**src/sv/wlpr_pkg.sv**
```systemverilog
// Shared widths, status codes and register indexes of the wear-leveling page remapper.
package wlpr_pkg;

  localparam int unsigned PAGE_W   = 36;
  localparam int unsigned WEAR_W   = 32;
  localparam int unsigned STATUS_W = 2;
  localparam int unsigned PIU_W    = 9;
  localparam int unsigned CFG_IDX_W = 2;

  localparam logic [WEAR_W-1:0] WEAR_MAX = {WEAR_W{1'b1}};
  localparam logic [PIU_W-1:0]  PIU_RESET = 9'd256;

  localparam logic [STATUS_W-1:0] STATUS_STAY = 2'd0;
  localparam logic [STATUS_W-1:0] STATUS_SWAP = 2'd1;
  localparam logic [STATUS_W-1:0] STATUS_OOR  = 2'd2;

  localparam logic [CFG_IDX_W-1:0] CFG_BASE_PAGE    = 2'd0;
  localparam logic [CFG_IDX_W-1:0] CFG_PAGES_IN_USE = 2'd1;

  // Write enables of the three tables.
  typedef struct packed {
    logic wear;
    logic owner;
    logic fop;
  } wlpr_we_t;

  // Control of the shared least-wear compare unit.
  typedef struct packed {
    logic valid;
    logic first;
  } wlpr_scan_ctl_t;

  function automatic logic [WEAR_W-1:0] sat_inc(input logic [WEAR_W-1:0] v);
    sat_inc = (v == WEAR_MAX) ? v : v + 1'b1;
  endfunction

endpackage

```
**src/sv/wlpr_scan.sv**
```systemverilog
// Shared compare unit that tracks the least-worn frame during a scan.
module wlpr_scan
  import wlpr_pkg::*;
#(
  parameter int unsigned IW = 8
) (
  input  logic              clk_i,
  input  logic              rst_ni,
  input  wlpr_scan_ctl_t    ctl_i,
  input  logic [IW-1:0]     idx_i,
  input  logic [WEAR_W-1:0] wear_i,
  output logic [WEAR_W-1:0] best_wear_o,
  output logic [IW-1:0]     best_idx_o
);

  logic [WEAR_W-1:0] best_wear_q, best_wear_d;
  logic [IW-1:0]     best_idx_q, best_idx_d;

  // Strict less-than keeps the lowest index on a tie.
  always_comb begin
    best_wear_d = best_wear_q;
    best_idx_d  = best_idx_q;
    if (ctl_i.valid && (ctl_i.first || (wear_i < best_wear_q))) begin
      best_wear_d = wear_i;
      best_idx_d  = idx_i;
    end
  end

  always_ff @(posedge clk_i or negedge rst_ni) begin
    if (!rst_ni) begin
      best_wear_q <= '0;
      best_idx_q  <= '0;
    end else begin
      best_wear_q <= best_wear_d;
      best_idx_q  <= best_idx_d;
    end
  end

  assign best_wear_o = best_wear_q;
  assign best_idx_o  = best_idx_q;

endmodule

```
**config.mk**
```make
export PLATFORM = sky130hd
export DESIGN_NAME = wlpr_scan
export DESIGN_NICKNAME = d
export VERILOG_FILES = /design/src/sv/wlpr_pkg.sv /design/src/sv/wlpr_scan.sv
export SDC_FILE = /design/constraint.sdc
export NUM_CORES = 1
export LEC_CHECK = 0
export ABC_AREA = 1
export BUFFER_PORTS_ARGS = -buffer_cell sky130_fd_sc_hd__buf_4
export CORE_AREA = 3 3 94 74
export CTS_CLUSTER_DIAMETER = 150
export DETAILED_ROUTE_END_ITERATION = 8
export DIE_AREA = 0 0 97 77
export PLACE_DENSITY = 0.75
export SLEW_MARGIN = 20
export SYNTH_ARGS = -nofsm -noshare
export SYNTH_HDL_FRONTEND = slang
export SYNTH_SLANG_ARGS = --single-unit
```
**constraint.sdc**
```tcl
create_clock -name clk_i -period 2 [get_ports clk_i]
set_input_delay 0.4 -clock clk_i [delete_from_list [all_inputs] [get_ports clk_i]]
set_output_delay 0.4 -clock clk_i [all_outputs]
set_load 0.05 [all_outputs]
```
==> metrics.md <==
| Metric | Value |
|---|---|
| Layout Area Growth over Synthesis | `42.2%` |
| Initial DRT Pass Iterations | `4` |
| Core Area | `0.00616 mm²` |
| CP Launch Type | `flip-flop` |
| Die Footprint | `0.00747 mm²` |
| Clk root buf | `clkbuf_8` |
| P_leak | `1.95 nW` |
| MaxCap Viol Count | `0` |
| Worst stage delay on the critical path | `0.36 ns` |
| First-pass GRT wire length | `10.4 mm` |
| CP cell instances | `inv_1, ha_4, nand4_1, inv_1, nand4_1, nor3_2, nand2_2, nand2_2, nand2_4, nand2_8, clkbuf_16, nand2_1, nand2_1` |
| Final Instance Count excl. Fillers | `484` |
| Dpl cells | `467` |
| Routed wl met3 | `502 µm` |
| Commonest cells post-synth | `nand2_1 (105), nand3_1 (42), dfrtp_1 (40), inv_1 (40), ha_1 (31)` |
| Final hold violations | `0` |
| I/O Buffers | `83` |
| Synth Instances | `305` |
| Post-synth top area cell | `dfrtp_1` |
| Antenna Nets Post-Route | `0` |
| Most common flop cell mapped by yosys | `dfrtp_1` |
| Setup Viol. Count Final | `0` |
| Multi-input gate area | `0.00125 mm²` |
| Cell Rows | `25` |
| Fin Setup TNS | `0 ns` |
| Final period util | `99.2%` |
| CTS buffer count | `5` |
| Post-synth ARST share | `100%` |
| Starting Density | `39.3%` |
| Number of global-route vias before repair | `2308` |
| Clock-pin slew on the worst setup and hold paths | `0.08 ns` |
| Critical Path AT | `2.22 ns` |
| Max Freq | `504 MHz` |
| Critical path's top delay family | `simple AND/OR/NAND/NOR gates` |
| Worst clock skew | `0.00796 ns` |
| Pin slew with the least headroom to its limit | `0.537 ns` |
| Grt total ovfl | `0` |
| Gr usage total | `16.9%` |
| Worst Path Buf+Inv | `3` |
| Number of flops mapped to enable cells by yosys | `0` |
| CP required | `2.23 ns` |
| Syn Area/Cell | `7.93 µm²` |
| Minimum clock period | `1.98 ns` |
| Maximum vdd drop | `0.520 mV` |
| DRC viols | `0` |
| Final setup margin | `0.0162 ns` |
| Layout cells sized above 1 | `33.0%` |
| Distinct cells, synth | `18` |
| Synthesized flop and latch total | `40` |
| Die height | `77 µm` |
| Total number of vias | `2349` |
| Outcome | `finished clean` |
| Netlist area before placement | `0.00242 mm²` |
| Share of the synthesized area in the top cell type | `41.4%` |
| Cells taking the most area after synthesis | `dfrtp_1 (41%), nand2_1 (16%), ha_1 (16%)` |
| Crit Path Category | `reg2reg` |
| Slowest stage cell, crit path | `dfrtp_1` |
| WL met1 | `2.99 mm` |
| Synth Net Count | `380` |
| Fill count | `572` |
| CP Capture Type | `flip-flop` |
| CP Max Fanout | `8` |
| Max Used Layer | `met4` |
| Gpl congestion | `0.780` |
| Final instance area | `0.00344 mm²` |
| Antenna cells | `0` |
| Slew Limit Headroom | `64.2%` |
| Initial antenna violation count | `0` |
| CTS tree | `done` |
| DR vias/cell | `4.85` |
| DR WL/cell | `13.3 µm` |
| DRT Wirelength | `6.42 mm` |
| Met2 wire len | `2.90 mm` |
| Top-count cell post-synth | `nand2_1` |
| Tot Pwr | `3.55 mW` |
| Placed Area | `0.00318 mm²` |
| RSZ-0062 raised after global routing | `true` |
| H-tree Lvls | `2` |
| Sequential fraction of the synthesis area | `41.4%` |
| DP Wirelength | `4.78 mm` |
| PD cells | `1030 mW/mm²` |
| Dpl ws | `-0.0571 ns` |
| Synth warnings | `0` |
| Clk buf depth | `2` |
| Largest net degree at the start of global routing | `41` |
| CTS Sinks | `40` |
| Sequential standard cell area | `0.00100 mm²` |
| Worst hold-check path type | `in2async` |
| Initial DRC Count | `78` |
| Clock Latency Late Sink | `0.29 ns` |
| Nets | `477` |
| I/O Pins | `84` |
| Die width | `97 µm` |
| Slew Limit Fails | `0` |
repair_timing:
| action | 4_1_cts | 5_1_grt |
|---|---|---|
| hold buffers | 0 | 0 |
| buffers inserted | 0 | 8 |
| resized for setup | 0 | 21 |
| setup endpoints to repair | 0 | 40 |
logic make-up (layout without fill, tap and decap cells):
logic type	Yosys count	in the layout	synth area share (%)
and+or+nand+nor	159	159	27.9
adders and majority gates	31	31	16.0
AOI/OAI and AO/OA	22	22	4.76
buffers and inverters	53	151	9.93
DFF	40	40	41.4
sequential cells by signal, indices dropped and copies added, names as in the netlist:
register     flops
best_idx_o       8
best_wear_o     32
final timing paths:
kind | start | end | slack (ns) | cells past startpoint
worst max-delay path | best_wear_o[30]$_DFFE_PN0P_ | best_wear_o[9]$_DFFE_PN0P_ | 0.02 | 13
worst min-delay path | rst_ni | best_wear_o[27]$_DFFE_PN0P_ | 0.08 | 1
worst max register to register | best_wear_o[30]$_DFFE_PN0P_ | best_wear_o[9]$_DFFE_PN0P_ | 0.02 | 13
worst min register to register | best_idx_o[0]$_DFFE_PN0P_ | best_idx_o[0]$_DFFE_PN0P_ | 0.48 | 2
max in group asynchronous | rst_ni | best_wear_o[5]$_DFFE_PN0P_ | 1.51 | 1
min in group clk_i | idx_i[7] | best_idx_o[7]$_DFFE_PN0P_ | 0.34 | 3
area by class of cell:
class / count / share of cell area [%]
multi-input cells: 212 / 36.4
flip-flops and latches: 40 / 29.2
clock buffers: 6 / 2.40
inverters: 40 / 4.36
repair buffers: 103 / 24.4
well taps: 81 / 2.95
clock inverters: 2 / 0.291
layout by cell type (no fill, tap or decap), types with 3 or more instances in the layout:
| cell type | n |
|---|---|
| inv_1 | 39 |
| nor2_1 | 4 |
| nand2_2 | 11 |
| a21oi_2 | 3 |
| buf_12 | 3 |
| nand2_1 | 95 |
| buf_6 | 3 |
| clkbuf_8 | 6 |
| buf_4 | 96 |
| o21ai_0 | 4 |
| ha_1 | 29 |
| a21oi_1 | 13 |
| dfrtp_1 | 38 |
| nand3_1 | 42 |
routing by layer:
metal | global-route usage, % | vias to the layer above
met2 | 27.1 | 71
met3 | 6.00 | 6
met4 | 3.37 | 0
met1 | 22.1 | 1104
met5 | 0 | -
li1 | - | 1168
power by group:
part / switching [mW] / leakage, nW / total, mW / internal, mW
Combinational: 1.19 / 1.41 / 1.86 / 0.673
Sequential: 0.137 / 0.488 / 1.12 / 0.980
Clock: 0.295 / 0.0510 / 0.571 / 0.276
Total: 1.62 / 1.95 / 3.55 / 1.93
per-stage QoR:
step | utilization (%) | hold WS, ns
floorplan | - | 0.104
global placement | 51.6 | 0.414
detailed placement | 51.6 | 0.422
CTS | 53.1 | 0.100
global route | 55.8 | 0.117
finish | 55.8 | 0.0794
Power figures use the tool's default switching activity.
